--- src/rtl/core/hbm_pkg.sv ---
// Shared types, codes and constants of the heartbeat timeout monitor.
package hbm_pkg;

	localparam int DEFAULT_CHANNELS = 16;

	localparam int CH_W     = 4;
	localparam int CH_CMP_W = 7;
	localparam int MASK_W   = 16;
	localparam int WIDE_W   = 64;
	localparam int LEVEL_W  = 8;
	localparam int TIME_W   = 32;
	localparam int CFG_IDX_W = 1;

	localparam logic [1:0] CMD_EVALUATE  = 2'd0;
	localparam logic [1:0] CMD_HEARTBEAT = 2'd1;
	localparam logic [1:0] CMD_CONFIGURE = 2'd2;

	localparam logic [1:0] LED_KEEP   = 2'd0;
	localparam logic [1:0] LED_GREEN  = 2'd1;
	localparam logic [1:0] LED_YELLOW = 2'd2;
	localparam logic [1:0] LED_RED    = 2'd3;

	localparam logic [LEVEL_W-1:0] NO_LEVEL = 8'hFF;

	localparam logic [CFG_IDX_W-1:0] CFG_RED_LEVEL     = 1'd0;
	localparam logic [CFG_IDX_W-1:0] CFG_WARNING_LEVEL = 1'd1;

	localparam logic [LEVEL_W-1:0] RED_LEVEL_RESET     = 8'd0;
	localparam logic [LEVEL_W-1:0] WARNING_LEVEL_RESET = 8'd1;

	typedef struct packed {
		logic [1:0]         command;
		logic [CH_W-1:0]    channel;
		logic [TIME_W-1:0]  time_ms;
		logic [LEVEL_W-1:0] level;
		logic [TIME_W-1:0]  timeout_ms;
		logic [7:0]         beep_request;
	} hbm_cmd_t;

	typedef struct packed {
		logic [CH_W-1:0]   alert_channel;
		logic [1:0]        led_color;
		logic [7:0]        beep_count;
		logic [MASK_W-1:0] offline_mask;
	} hbm_rpt_t;

	typedef struct packed {
		logic [TIME_W-1:0]  timeout;
		logic [LEVEL_W-1:0] severity;
		logic [7:0]         beeps;
	} hbm_chan_rec_t;

endpackage

--- src/rtl/core/hbm_stream_if.sv ---
// Valid/ready stream interface that carries one payload beat.
interface hbm_stream_if #(
	parameter type T = logic
) ();
	logic valid;
	logic ready;
	T     data;

	modport source (output valid, output data, input ready);
	modport sink (input valid, input data, output ready);
endinterface

--- src/rtl/core/hbm_chan_mem.sv ---
// Per-channel storage: last-seen time stamps and channel configuration records.
module hbm_chan_mem import hbm_pkg::*; #(
	parameter int CHANNELS = DEFAULT_CHANNELS,
	localparam int IDX_W = $clog2(CHANNELS)
) (
	input  logic              clk,
	input  logic              arst_n,
	input  logic [IDX_W-1:0]  wr_addr,
	input  logic              seen_we,
	input  logic [TIME_W-1:0] seen_wdata,
	input  logic              cfg_we,
	input  hbm_chan_rec_t     cfg_wdata,
	input  logic              rd_en,
	input  logic [IDX_W-1:0]  rd_addr,
	output logic [TIME_W-1:0] seen_rdata,
	output hbm_chan_rec_t     cfg_rdata
);

	logic [TIME_W-1:0] seen_mem [CHANNELS];
	hbm_chan_rec_t     cfg_mem [CHANNELS];

	logic [TIME_W-1:0] seen_rd_q;
	hbm_chan_rec_t     cfg_rd_q;
	logic [CHANNELS-1:0] seen_vld_q;
	logic              seen_rd_vld_q;

	always_ff @(posedge clk) begin
		if (seen_we) begin
			seen_mem[wr_addr] <= seen_wdata;
		end
		if (cfg_we) begin
			cfg_mem[wr_addr] <= cfg_wdata;
		end
		if (rd_en) begin
			seen_rd_q <= seen_mem[rd_addr];
			cfg_rd_q  <= cfg_mem[rd_addr];
		end
	end

	// A stamp never written reads as zero, as after reset.
	always_ff @(posedge clk or negedge arst_n) begin
		if (!arst_n) begin
			seen_vld_q    <= '0;
			seen_rd_vld_q <= 1'b0;
		end else begin
			if (seen_we) begin
				seen_vld_q[wr_addr] <= 1'b1;
			end
			if (rd_en) begin
				seen_rd_vld_q <= seen_vld_q[rd_addr];
			end
		end
	end

	assign seen_rdata = seen_rd_vld_q ? seen_rd_q : '0;
	assign cfg_rdata  = cfg_rd_q;

endmodule

--- src/rtl/core/hbm_ctrl.sv ---
// Command decode, channel scan sequencer and offline selection.
module hbm_ctrl import hbm_pkg::*; #(
	parameter int CHANNELS = DEFAULT_CHANNELS,
	localparam int IDX_W = $clog2(CHANNELS)
) (
	input  logic               clk,
	input  logic               arst_n,
	input  logic               in_valid,
	input  hbm_cmd_t           in_data,
	output logic               in_ready,
	input  logic [LEVEL_W-1:0] red_level,
	input  logic [LEVEL_W-1:0] warning_level,
	output logic               res_valid,
	output hbm_rpt_t           res,
	input  logic               res_take,
	output logic [IDX_W-1:0]   wr_addr,
	output logic               seen_we,
	output logic [TIME_W-1:0]  seen_wdata,
	output logic               cfg_we,
	output hbm_chan_rec_t      cfg_wdata,
	output logic               rd_en,
	output logic [IDX_W-1:0]   rd_addr,
	input  logic [TIME_W-1:0]  seen_rdata,
	input  hbm_chan_rec_t      cfg_rdata
);

	localparam logic [1:0] ST_IDLE  = 2'd0;
	localparam logic [1:0] ST_SCAN  = 2'd1;
	localparam logic [1:0] ST_DRAIN = 2'd2;
	localparam logic [1:0] ST_DONE  = 2'd3;

	localparam logic [IDX_W-1:0] LAST_IDX  = IDX_W'(CHANNELS - 1);
	localparam logic [IDX_W-1:0] FIRST_IDX = IDX_W'(1);

	logic [1:0]          state_q;
	logic [IDX_W-1:0]    idx_q;
	logic [TIME_W-1:0]   now_q;
	logic [CHANNELS-1:0] enabled_q;
	logic [CHANNELS-1:0] offline_q;
	logic                rd_vld_s1;
	logic [IDX_W-1:0]    idx_s1;
	logic [IDX_W-1:0]    best_ch_q;
	logic [LEVEL_W-1:0]  best_lvl_q;
	logic [7:0]          best_beep_q;

	logic                accept;
	logic                ch_ok;
	logic [CH_CMP_W-1:0] ch_wide;
	logic [TIME_W-1:0]   elapsed;
	logic                hit;
	logic [CH_CMP_W-1:0] best_wide;
	logic [WIDE_W-1:0]   off_wide;

	assign in_ready = (state_q == ST_IDLE);
	assign accept   = in_valid && in_ready;
	assign ch_wide  = CH_CMP_W'(in_data.channel);
	assign ch_ok    = ch_wide < CH_CMP_W'(CHANNELS);

	assign wr_addr    = IDX_W'(ch_wide);
	assign seen_we    = accept && (in_data.command == CMD_HEARTBEAT) && ch_ok;
	assign seen_wdata = in_data.time_ms;
	assign cfg_we     = accept && (in_data.command == CMD_CONFIGURE) && ch_ok;
	assign cfg_wdata  = '{timeout: in_data.timeout_ms, severity: in_data.level,
		beeps: in_data.beep_request};

	assign rd_en   = (state_q == ST_SCAN);
	assign rd_addr = idx_q;

	// Wrapping difference, so a time counter rollover still measures silence.
	assign elapsed = now_q - seen_rdata;
	assign hit     = enabled_q[idx_s1] && (elapsed > cfg_rdata.timeout);

	always_ff @(posedge clk or negedge arst_n) begin
		if (!arst_n) begin
			state_q     <= ST_IDLE;
			idx_q       <= FIRST_IDX;
			now_q       <= '0;
			enabled_q   <= '0;
			offline_q   <= '0;
			rd_vld_s1   <= 1'b0;
			idx_s1      <= '0;
			best_ch_q   <= '0;
			best_lvl_q  <= NO_LEVEL;
			best_beep_q <= '0;
		end else begin
			rd_vld_s1 <= (state_q == ST_SCAN);
			idx_s1    <= idx_q;

			if (cfg_we) begin
				enabled_q[wr_addr] <= 1'b1;
				offline_q[wr_addr] <= 1'b1;
			end

			if (rd_vld_s1) begin
				offline_q[idx_s1] <= hit;
				if (hit && (cfg_rdata.severity < best_lvl_q)) begin
					best_ch_q   <= idx_s1;
					best_lvl_q  <= cfg_rdata.severity;
					best_beep_q <= cfg_rdata.beeps;
				end
			end

			unique case (state_q)
				ST_IDLE: begin
					if (accept && (in_data.command == CMD_EVALUATE)) begin
						now_q      <= in_data.time_ms;
						idx_q      <= FIRST_IDX;
						best_ch_q  <= '0;
						best_lvl_q <= NO_LEVEL;
						best_beep_q <= '0;
						state_q    <= ST_SCAN;
					end
				end
				ST_SCAN: begin
					if (idx_q == LAST_IDX) begin
						state_q <= ST_DRAIN;
					end else begin
						idx_q <= IDX_W'(idx_q + 1'b1);
					end
				end
				ST_DRAIN: begin
					state_q <= ST_DONE;
				end
				ST_DONE: begin
					if (res_take) begin
						state_q <= ST_IDLE;
					end
				end
				default: begin
					state_q <= ST_IDLE;
				end
			endcase
		end
	end

	assign res_valid = (state_q == ST_DONE);
	assign best_wide = CH_CMP_W'(best_ch_q);
	assign off_wide  = WIDE_W'(offline_q);

	always_comb begin
		res.alert_channel = best_wide[CH_W-1:0];
		res.offline_mask  = off_wide[MASK_W-1:0] & ~MASK_W'(1);
		res.beep_count    = '0;
		res.led_color     = LED_GREEN;
		if (best_ch_q != '0) begin
			res.beep_count = best_beep_q;
			priority if (best_lvl_q == red_level) begin
				res.led_color = LED_RED;
			end else if (best_lvl_q == warning_level) begin
				res.led_color = LED_YELLOW;
			end else begin
				res.led_color = LED_KEEP;
			end
		end
	end

	a_read_only_in_scan: assert property (@(posedge clk) disable iff (!arst_n)
		rd_vld_s1 |-> (state_q == ST_SCAN || state_q == ST_DRAIN))
		else $error("scan read data arrived outside a scan");

	a_write_only_idle: assert property (@(posedge clk) disable iff (!arst_n)
		(seen_we || cfg_we) |-> (state_q == ST_IDLE))
		else $error("memory write during a scan");

	a_best_has_level: assert property (@(posedge clk) disable iff (!arst_n)
		(best_ch_q != '0) |-> (best_lvl_q != NO_LEVEL))
		else $error("chosen channel carries the never-chosen severity");

	a_scan_ends: assert property (@(posedge clk) disable iff (!arst_n)
		(state_q == ST_SCAN && idx_q == LAST_IDX) |=> (state_q == ST_DRAIN))
		else $error("scan did not stop at the last channel");

endmodule

--- src/rtl/core/heartbeat_timeout_monitor.sv ---
// Top level of the multi-channel heartbeat timeout monitor.
//
// Usage: commands arrive as beats on the cmd stream (valid/ready). A configure
// beat enables a channel and stores its severity, timeout and beep count; a
// heartbeat beat stamps the channel's last-seen time with time_ms. Neither
// produces a report. An evaluate beat starts a scan of channels 1 to
// CHANNELS-1 and yields exactly one report beat on the rpt stream.
//
// Flow control: heartbeat and configure are taken one per cycle while the
// block is idle. An evaluate reads one channel per cycle from the channel
// memories through their single read port, then passes the drain and done
// states; it holds off new commands until the output register takes its
// report.
//
// Reset makes each last-seen stamp read as zero, disables all channels and
// restores the level codes (red 0, warning 1). A stalled report waits in the
// output register while the next command is accepted; a second one waits in the
// scanner until that register frees up. The block does not check that the user
// writes level codes on cfg_we/cfg_index/cfg_data only while the block is idle.
module heartbeat_timeout_monitor import hbm_pkg::*; #(
	parameter int CHANNELS = DEFAULT_CHANNELS
) (
	input  logic                 clk,
	input  logic                 arst_n,
	hbm_stream_if.sink           cmd,
	hbm_stream_if.source         rpt,
	input  logic                 cfg_we,
	input  logic [CFG_IDX_W-1:0] cfg_index,
	input  logic [LEVEL_W-1:0]   cfg_data
);

	localparam int IDX_W = $clog2(CHANNELS);

	logic [LEVEL_W-1:0] red_level_q;
	logic [LEVEL_W-1:0] warning_level_q;
	logic               out_vld_q;
	hbm_rpt_t           out_q;

	logic               res_valid;
	hbm_rpt_t           res;
	logic               res_take;
	logic [IDX_W-1:0]   wr_addr;
	logic               seen_we;
	logic [TIME_W-1:0]  seen_wdata;
	logic               cfg_wr;
	hbm_chan_rec_t      cfg_wdata;
	logic               rd_en;
	logic [IDX_W-1:0]   rd_addr;
	logic [TIME_W-1:0]  seen_rdata;
	hbm_chan_rec_t      cfg_rdata;
	hbm_cmd_t           cmd_data;

	assign cmd_data = cmd.data;

	// Severity codes that map the chosen channel to a red or yellow LED.
	always_ff @(posedge clk or negedge arst_n) begin
		if (!arst_n) begin
			red_level_q     <= RED_LEVEL_RESET;
			warning_level_q <= WARNING_LEVEL_RESET;
		end else if (cfg_we) begin
			unique case (cfg_index)
				CFG_RED_LEVEL:     red_level_q     <= cfg_data;
				CFG_WARNING_LEVEL: warning_level_q <= cfg_data;
				default: begin
				end
			endcase
		end
	end

	hbm_ctrl #(
		.CHANNELS (CHANNELS)
	) u_ctrl (
		.clk           (clk),
		.arst_n        (arst_n),
		.in_valid      (cmd.valid),
		.in_data       (cmd_data),
		.in_ready      (cmd.ready),
		.red_level     (red_level_q),
		.warning_level (warning_level_q),
		.res_valid     (res_valid),
		.res           (res),
		.res_take      (res_take),
		.wr_addr       (wr_addr),
		.seen_we       (seen_we),
		.seen_wdata    (seen_wdata),
		.cfg_we        (cfg_wr),
		.cfg_wdata     (cfg_wdata),
		.rd_en         (rd_en),
		.rd_addr       (rd_addr),
		.seen_rdata    (seen_rdata),
		.cfg_rdata     (cfg_rdata)
	);

	hbm_chan_mem #(
		.CHANNELS (CHANNELS)
	) u_mem (
		.clk        (clk),
		.arst_n     (arst_n),
		.wr_addr    (wr_addr),
		.seen_we    (seen_we),
		.seen_wdata (seen_wdata),
		.cfg_we     (cfg_wr),
		.cfg_wdata  (cfg_wdata),
		.rd_en      (rd_en),
		.rd_addr    (rd_addr),
		.seen_rdata (seen_rdata),
		.cfg_rdata  (cfg_rdata)
	);

	// The output register decouples the report from the scanner; it reloads
	// in the same cycle that the receiver takes the previous beat.
	assign res_take = res_valid && (!out_vld_q || rpt.ready);

	always_ff @(posedge clk or negedge arst_n) begin
		if (!arst_n) begin
			out_vld_q <= 1'b0;
		end else if (res_take) begin
			out_vld_q <= 1'b1;
		end else if (rpt.ready) begin
			out_vld_q <= 1'b0;
		end
	end

	always_ff @(posedge clk) begin
		if (res_take) begin
			out_q <= res;
		end
	end

	assign rpt.valid = out_vld_q;
	assign rpt.data  = out_q;

endmodule

--- src/flat_wrapper.sv ---
// flat-port wrapper written by rule: the top's interface ports become plain ports
module heartbeat_timeout_monitor_flat import hbm_pkg::*;
#(
	parameter int CHANNELS = DEFAULT_CHANNELS
)
  (clk, arst_n, cfg_we, cfg_index, cfg_data, cmd_valid, cmd_data, cmd_ready, rpt_valid, rpt_data, rpt_ready);
  hbm_stream_if #(.T(hbm_cmd_t)) cmd_i ();
  hbm_stream_if #(.T(hbm_rpt_t)) rpt_i ();
  input  logic clk;
  input  logic arst_n;
  input  logic cfg_we;
  input  logic [CFG_IDX_W-1:0] cfg_index;
  input  logic [LEVEL_W-1:0] cfg_data;
  input wire logic [$bits(cmd_i.valid)-1:0] cmd_valid;
  input wire logic [$bits(cmd_i.data)-1:0] cmd_data;
  output wire logic [$bits(cmd_i.ready)-1:0] cmd_ready;
  output wire logic [$bits(rpt_i.valid)-1:0] rpt_valid;
  output wire logic [$bits(rpt_i.data)-1:0] rpt_data;
  input wire logic [$bits(rpt_i.ready)-1:0] rpt_ready;
  assign cmd_i.valid = cmd_valid;
  assign cmd_i.data = cmd_data;
  assign cmd_ready = cmd_i.ready;
  assign rpt_valid = rpt_i.valid;
  assign rpt_data = rpt_i.data;
  assign rpt_i.ready = rpt_ready;
  heartbeat_timeout_monitor #(.CHANNELS(CHANNELS)) u_core (.clk(clk), .arst_n(arst_n), .cmd(cmd_i), .rpt(rpt_i), .cfg_we(cfg_we), .cfg_index(cfg_index), .cfg_data(cfg_data));
endmodule
--- config.mk ---
export PLATFORM = sky130hd
export DESIGN_NAME = heartbeat_timeout_monitor_flat
export DESIGN_NICKNAME = d
export VERILOG_FILES = /design/src/rtl/core/hbm_pkg.sv /design/src/rtl/core/hbm_stream_if.sv /design/src/rtl/core/hbm_chan_mem.sv /design/src/rtl/core/hbm_ctrl.sv /design/src/rtl/core/heartbeat_timeout_monitor.sv /design/src/flat_wrapper.sv
export SDC_FILE = /design/constraint.sdc
export NUM_CORES = 2
export LEC_CHECK = 0
export ABC_AREA = 1
export ABC_CLOCK_PERIOD_IN_PS = 9300
export BUFFER_PORTS_ARGS = -buffer_cell sky130_fd_sc_hd__buf_2
export CORE_MARGIN = 10
export CORE_UTILIZATION = 45
export CTS_CLUSTER_DIAMETER = 50
export CTS_CLUSTER_SIZE = 14
export DETAILED_ROUTE_END_ITERATION = 10
export MAX_ROUTING_LAYER = met4
export PLACE_DENSITY = 0.64
export SKIP_LAST_GASP = 1
export SLEW_MARGIN = 25
export SYNTH_ARGS = -nofsm -noshare
export SYNTH_HDL_FRONTEND = slang
export SYNTH_SLANG_ARGS = --single-unit
--- constraint.sdc ---
create_clock -name clk -period 9.3 [get_ports clk]
set_input_delay 0.93 -clock clk [delete_from_list [all_inputs] [get_ports clk]]
set_output_delay 0.93 -clock clk [all_outputs]
set_load 0.02 [all_outputs]
* After elaboration in Yosys (flattened, before gate mapping) *
Memories as Yosys holds them, arrays and structs flattened. A register that Yosys moved wholly into a read port is not among the register bits.
Index checks and enable logic that the tools add are counted.

storage, ports and cells
  register bits = 158
  latch bits = 0
  memory bits (writable) = 1,280
  bits in read-only memories = 0
  output and inout bits = 32
  logic and storage cells = 112
  memories kept = 2

memory list
  name                   words  width  read ports  clocked after memory_dff  wr ports  line                RTL
  u_core.u_mem.cfg_mem   16     48     1           1                         1         hbm_chan_mem.sv:20  hbm_chan_rec_t cfg_mem [CHANNELS];
  u_core.u_mem.seen_mem  16     32     1           1                         1         hbm_chan_mem.sv:19  logic [TIME_W-1:0] seen_mem [CHANNELS];

cells by class
  add/subtract/negate cells = 2
  $mul = 0
  divide/modulo/power cells = 0
  order comparisons = 8
  eq/ne operators = 12
  shift-type cells = 0
  muxes and demuxes = 39
  bitwise operators = 5
  reduce and logical (&&, ||, !) cells = 24

operator list
  cell                                                                    count
  8-bit 2-to-1 mux                                                        8
  16-bit bitwise OR                                                       3
  32-bit > comparator                                                     1
  16-bit 2-to-1 mux                                                       2
  32-bit 2-to-1 mux                                                       1
  32-bit subtractor                                                       1
  4-bit 2-to-1 mux                                                        6
  4-bit by 5-bit < comparator with 1-bit output (second input constant)   4
  16-bit bitwise mux                                                      1
  8-bit == test                                                           2
  1-bit logical AND                                                       11
  1-bit 2-to-1 mux                                                        10
  2-bit 2-to-1 mux                                                        5
  1-bit binary-select mux with 4-bit select                               2
  1-bit demux with 4-bit select                                           2
  4-bit by 1-bit >= comparator with 1-bit output (second input constant)  2
  8-bit < comparator                                                      1
  2-bit one-hot mux with 4 select lines                                   1
  4-bit one-hot mux with 2 select lines                                   1
  2-bit == test (second input constant)                                   3
  2-bit != test (second input constant)                                   3
  2-bit AND reduction                                                     3
  3-bit AND reduction                                                     2
  4-bit by 1-bit adder with 4-bit output (second input constant)          1
  10 further kinds                                                        14

* Logic depth before layout (Yosys ltp) *
  depth after elaboration = 9
  gate-level depth with buffers = 29
  gate-level depth less buffers = 26

* Modules after synthesis *
A second synthesis with hierarchy kept.

second synthesis, totals
  cell total of the unflattened synthesis = 5,234
  area, all modules = 63,388.3 um^2

by module, submodules not included
  module                     times used  cells each  area each (um^2)  sequential area each (um^2)
  hbm_chan_mem               1           3,995       53,774.1          41,264.6
  hbm_ctrl                   1           1,133       8,003.9           2,363.5
  heartbeat_timeout_monitor  1           106         1,610.3           1,327.5

* Worst setup path after synthesis *
Ideal clock, no wire load.

  path kind = input port to flip-flop
  from = input port cmd_valid
  to = memory u_core.u_mem.cfg_mem[10][0] in the netlist's numbering, enable pin
  setup time = 0.457 ns
  arrival time = 3.544 ns
  slack = 5.299 ns
  stages on the path = 5
  cells stage by stage = nand2_1 -> nor3_1 -> inv_1 -> clkbuf_1 -> nor2_1

on the way
  longest elaborated chain between the ends = 5

RTL lines
  what                                    line                RTL
  from (decl)                             flat_wrapper.sv:14  input wire logic [$bits(cmd_i.valid)-1:0] cmd_valid;
  1-bit logical AND                       hbm_ctrl.sv:55      assign accept = in_valid && in_ready;
  1-bit logical AND (2 in series)         hbm_ctrl.sv:62      assign cfg_we = accept && (in_data.command == CMD_CONFIGURE) && ch_ok;
  1-bit 2-to-1 mux                        hbm_chan_mem.sv:31  if (cfg_we) begin
  1-bit 2-to-1 mux (implied by the code)  hbm_chan_mem.sv:32  cfg_mem[wr_addr] <= cfg_wdata;
  to (decl)                               hbm_chan_mem.sv:20

No other way between the ends.

* Worst setup path after layout *
  from = register u_core.u_mem.seen_rd_vld_q
  to = register u_core.u_ctrl.best_ch_q[3]

on the way
  longest elaborated chain between the ends = 9

RTL lines
  what                     line                RTL
  from (decl)              hbm_chan_mem.sv:25  logic seen_rd_vld_q;
  from (signal assigned)   hbm_chan_mem.sv:50  seen_rd_vld_q <= seen_vld_q[rd_addr];
  32-bit 2-to-1 mux (*)    hbm_chan_mem.sv:55  assign seen_rdata = seen_rd_vld_q ? seen_rd_q : '0;
  32-bit subtractor (*)    hbm_ctrl.sv:70      assign elapsed = now_q - seen_rdata;
  32-bit > comparator (*)  hbm_ctrl.sv:71      assign hit = enabled_q[idx_s1] && (elapsed > cfg_rdata.timeout);
  1-bit logical AND (*)    hbm_ctrl.sv:71
  1-bit logical AND (*)    hbm_ctrl.sv:96      if (hit && (cfg_rdata.severity < best_lvl_q)) begin
  4-bit 2-to-1 mux (*)     hbm_ctrl.sv:96
  4-bit 2-to-1 mux (*)     hbm_ctrl.sv:94      if (rd_vld_s1) begin
  4-bit 2-to-1 mux         hbm_ctrl.sv:105     if (accept && (in_data.command == CMD_EVALUATE)) begin
  4-bit 2-to-1 mux (*)     hbm_ctrl.sv:103     unique case (state_q)
  to (signal assigned)     hbm_ctrl.sv:97      best_ch_q <= idx_s1;
  to (decl)                hbm_ctrl.sv:42      logic [IDX_W-1:0] best_ch_q;

Every way passes the cells marked *; elsewhere a longest branch is shown, timed or not.
A chain may end at the register's enable or synchronous reset.

==> results.sh <==
export IMPL_status="complete, no violations"
export IMPL_syn_to_final_growth_pct=12.14
export IMPL_grt_first_pass_wirelength_mm=243.5
export IMPL_final_cell_mix="edfxtp_1, o21ai_0, nand2_1"
export IMPL_clk_latency_ns=0.78
export IMPL_worst_clock_skew_ns=0.02203
export IMPL_postCtsResizedCells=0
export IMPL_worst_pin_slew_ns=1.120
export IMPL_p_sw_share_pct=35.09
export IMPL_layout_drive_gt1_share_pct=10.23
export IMPL_cellLeakagePower_nw=22.88
export IMPL_synthesis_area_mm2=0.06041
export IMPL_cap_viol_max_count=0
export IMPL_final_common_cell="edfxtp_1"
export IMPL_yosysWarnings=0
export IMPL_arrival_ns=5.92
export IMPL_hold_path_class="in2async"
export IMPL_tritoncts="yes"
export IMPL_core_mm2=0.1335
export IMPL_wl_per_cell_um=25.23
export IMPL_syn_inst=4611
export IMPL_p_seq_share_pct=41.8
export IMPL_totalWireLength_mm=165.9
export IMPL_fin_cells=6576
export IMPL_powerDensity_mw_per_mm2=294.0
export IMPL_gp_congestion=0.8859
export IMPL_worstSetupStartpointType="flip-flop"
export IMPL_rsz0062_at_grt="false"
export IMPL_slew_headroom_pct=25.31
export IMPL_io_buffers=130
export IMPL_num_rows=134
export IMPL_slew_violations=0
export IMPL_p_switching_w=0.006988
export IMPL_internal_power_w=0.01293
export IMPL_vias=38810
export IMPL_groute_usage_overall_pct=22.44
export IMPL_drt_iter0_drc=4783
export IMPL_cts_root_buffer="clkbuf_16"
export IMPL_hold_viol_final=0
export IMPL_cp_end_kind="flip-flop"
export IMPL_drc=0
export IMPL_synth_avg_cell_area_um2=13.10
export IMPL_synth_ff_type="edfxtp_1"
export IMPL_clock_fmax_mhz=192.0
export IMPL_start_util_pct=45.26
export IMPL_first_pass_iters=7
export IMPL_die_h_um=386.4
export IMPL_numCtsBuffers=139
export IMPL_report_final_setup_viol=0
export IMPL_nets=4866
export IMPL_viasPerCell=5.902
export IMPL_io_pins=132
export IMPL_die_w_um=386.4
export IMPL_yosysSeqAreaShare_pct=74.37
export IMPL_synth_enable_flop_cells=1389
export IMPL_cts_sinks=1517
export IMPL_pwr_share_comb_pct=29.9
export IMPL_dp_slack_ns=4.199
export IMPL_synth_nets=4788
export IMPL_path_class="reg2reg"
export IMPL_postRouteAntennaNets=0
export IMPL_period_share_pct=56.02
export IMPL_critPathMaxFanout=33
export IMPL_clk_path_buf_depth=3
export IMPL_dp_hpwl_mm=86.59
export IMPL_cts_hold_buf=0
export IMPL_h_tree_depth=4
export IMPL_die_area_mm2=0.1493
export IMPL_clk_pin_slew_ns=0.07
export IMPL_setup_slack_ns=4.090
export IMPL_post_cts_buffers=0
export IMPL_dp_cells=6311
export IMPL_ys_ff_latch=1517
export IMPL_grt_max_degree=108
export IMPL_required_ns=10.01
export IMPL_p_clk_share_pct=28.4
export IMPL_grt_pass1_vias=36350
export IMPL_grt_overflow=0
export IMPL_synth_distinct_cells=44
export IMPL_antenna_found_initial=38
export IMPL_period_needed_ns=5.210
export IMPL_setup_tns_ns=0
export IMPL_synthArstFlopShare_pct=8.438
export IMPL_peakVddDrop_v=0.0002430
[Yosys cell counts, drive strengths merged (3+ instances only)]
library cell  count  share of area (%)
nand4            34               0.35
a21boi            3              0.037
clkbuf          203                1.3
nand3            37               0.31
or2              29               0.30
nor2            530                3.3
o21bai            7              0.087
xnor2            12               0.17
nor4              3              0.031
edfxtp         1389                 69
a21oi           404                3.3
nor3             21               0.18
dfrtp           118                4.9
o21ai           610                5.1
o211ai            3              0.037
buf              71               0.59
a31oi             3              0.031
dfstp            10               0.43
ha               76                1.6
nand2           500                3.1
o221ai          164                2.4
inv             172                1.1
o21a              3              0.037
a21o              5              0.062
o22ai           162                1.7
xor2             31               0.45
[sequential cells by signal (all words and copies together), names as in the netlist, 4 cells and up]
| signal | count |
|---|---|
| u_core.u_ctrl.best_lvl_q | 8 |
| u_core.u_ctrl.idx_s1 | 4 |
| u_core.u_ctrl.best_ch_q | 4 |
| u_core.u_ctrl.best_beep_q | 8 |
| u_core.u_ctrl.now_q | 32 |
| u_core.u_ctrl.offline_q | 15 |
| u_core.u_ctrl.rd_addr | 4 |
| u_core.u_ctrl.enabled_q | 16 |
| u_core.rpt.data | 29 |
| u_core.u_mem.seen_rd_q | 32 |
| u_core.u_mem.seen_mem | 512 |
| u_core.red_level_q | 8 |
| u_core.warning_level_q | 8 |
| u_core.u_mem.cfg_rdata | 48 |
| u_core.u_mem.seen_vld_q | 16 |
| u_core.u_mem.cfg_mem | 768 |
[cell type report]
type	count	area, um^2
fillers	11310	65720
clock buffers	186	3815
multi-input cells	2647	14010
flip-flops and latches	1517	44940
diodes	30	75.07
clock inverters	44	583.1
well taps	1768	2212
repair buffers	211	1428
inverters	173	671.9
[cells by family (layout without fill, tap and decap cells)]
kind of cell,count (synthesis),in the layout,share of synthesized area (%)
flip-flops,1517,1517,74.37
AO/OA/AOI/OAI,1370,1370,12.83
buffers and inverters,447,614,2.925
AND/OR/NAND/NOR,1156,1156,7.637
adder cells (fa/ha/maj),77,77,1.607
other,1,31,0.006208
XOR/XNOR,43,43,0.6235
[worst max-delay path: stages, from the launching register on]
cell and delay, ns:
dfrtp_1 0.32, buf_4 0.32, nand2_1 0.09, inv_1 0.08
ha_1 0.13, inv_1 0.06, fa_1 0.42, nand3_1 0.09
nand2_1 0.10, nand3_1 0.09, nand2_1 0.08, a21oi_1 0.32
o21ai_0 0.22, nand2_1 0.12, nand2_1 0.05, nand2_1 0.06
nand2_1 0.09, ha_1 0.30, nand4_1 0.11, nand2b_1 0.18
a21oi_1 0.13, nor2_1 0.06, nand2_1 0.70, nand2_2 0.42
nor2_4 0.35, nor2_1 0.10, nor2_1 0.11
[per-layer routing]
metal / global-route usage (%) / share of wire (%)
met1: 31.82 / 43
met2: 33.44 / 46
met3: 4.631 / 9.7
met4: 4.934 / 1.6
met5: - / 0
[power groups by stage]
stage | logic, W | registers [W] | clock network (W)
2_1_floorplan | 0.00402 | 0.00832 | 0
3_3_place_gp | 0.00583 | 0.00845 | 0
3_5_place_dp | 0.00590 | 0.00844 | 0
4_1_cts | 0.00593 | 0.00831 | 0.00571
5_1_grt | 0.00661 | 0.00835 | 0.00597
6_report | 0.00595 | 0.00832 | 0.00565
[path summary, 6_finish.rpt]
kind	startpoint	end	cells after the start	slack (ns)
max in group asynchronous	arst_n	u_core.u_ctrl.rd_addr[1]	2	7.75
min reg2reg	u_core.u_ctrl.offline_q[2]	u_core.rpt.data[2]	0	0.45
max reg2reg	u_core.u_mem.seen_rd_vld_q	u_core.u_ctrl.best_ch_q[3]	26	4.09
min	arst_n	u_core.warning_level_q[6]	1	0.18
max	u_core.u_mem.seen_rd_vld_q	u_core.u_ctrl.best_ch_q[3]	26	4.09
min in group clk	cfg_data[0]	u_core.warning_level_q[0]	3	0.42
[metrics by stage]
step	hold slack [ns]	cell area [um^2]	utilization (%)	power, W
4_1_cts	0.1646	67540	50.61	0.01995
3_3_place_gp	0.4348	63090	47.27	0.01428
3_5_place_dp	0.4357	63150	47.31	0.01434
5_1_grt	0.2252	67720	50.74	0.02092
2_1_floorplan	0.3519	60410	-	0.01234
6_report	0.1835	67740	50.76	0.01992
(Power assumes the default switching activity.)
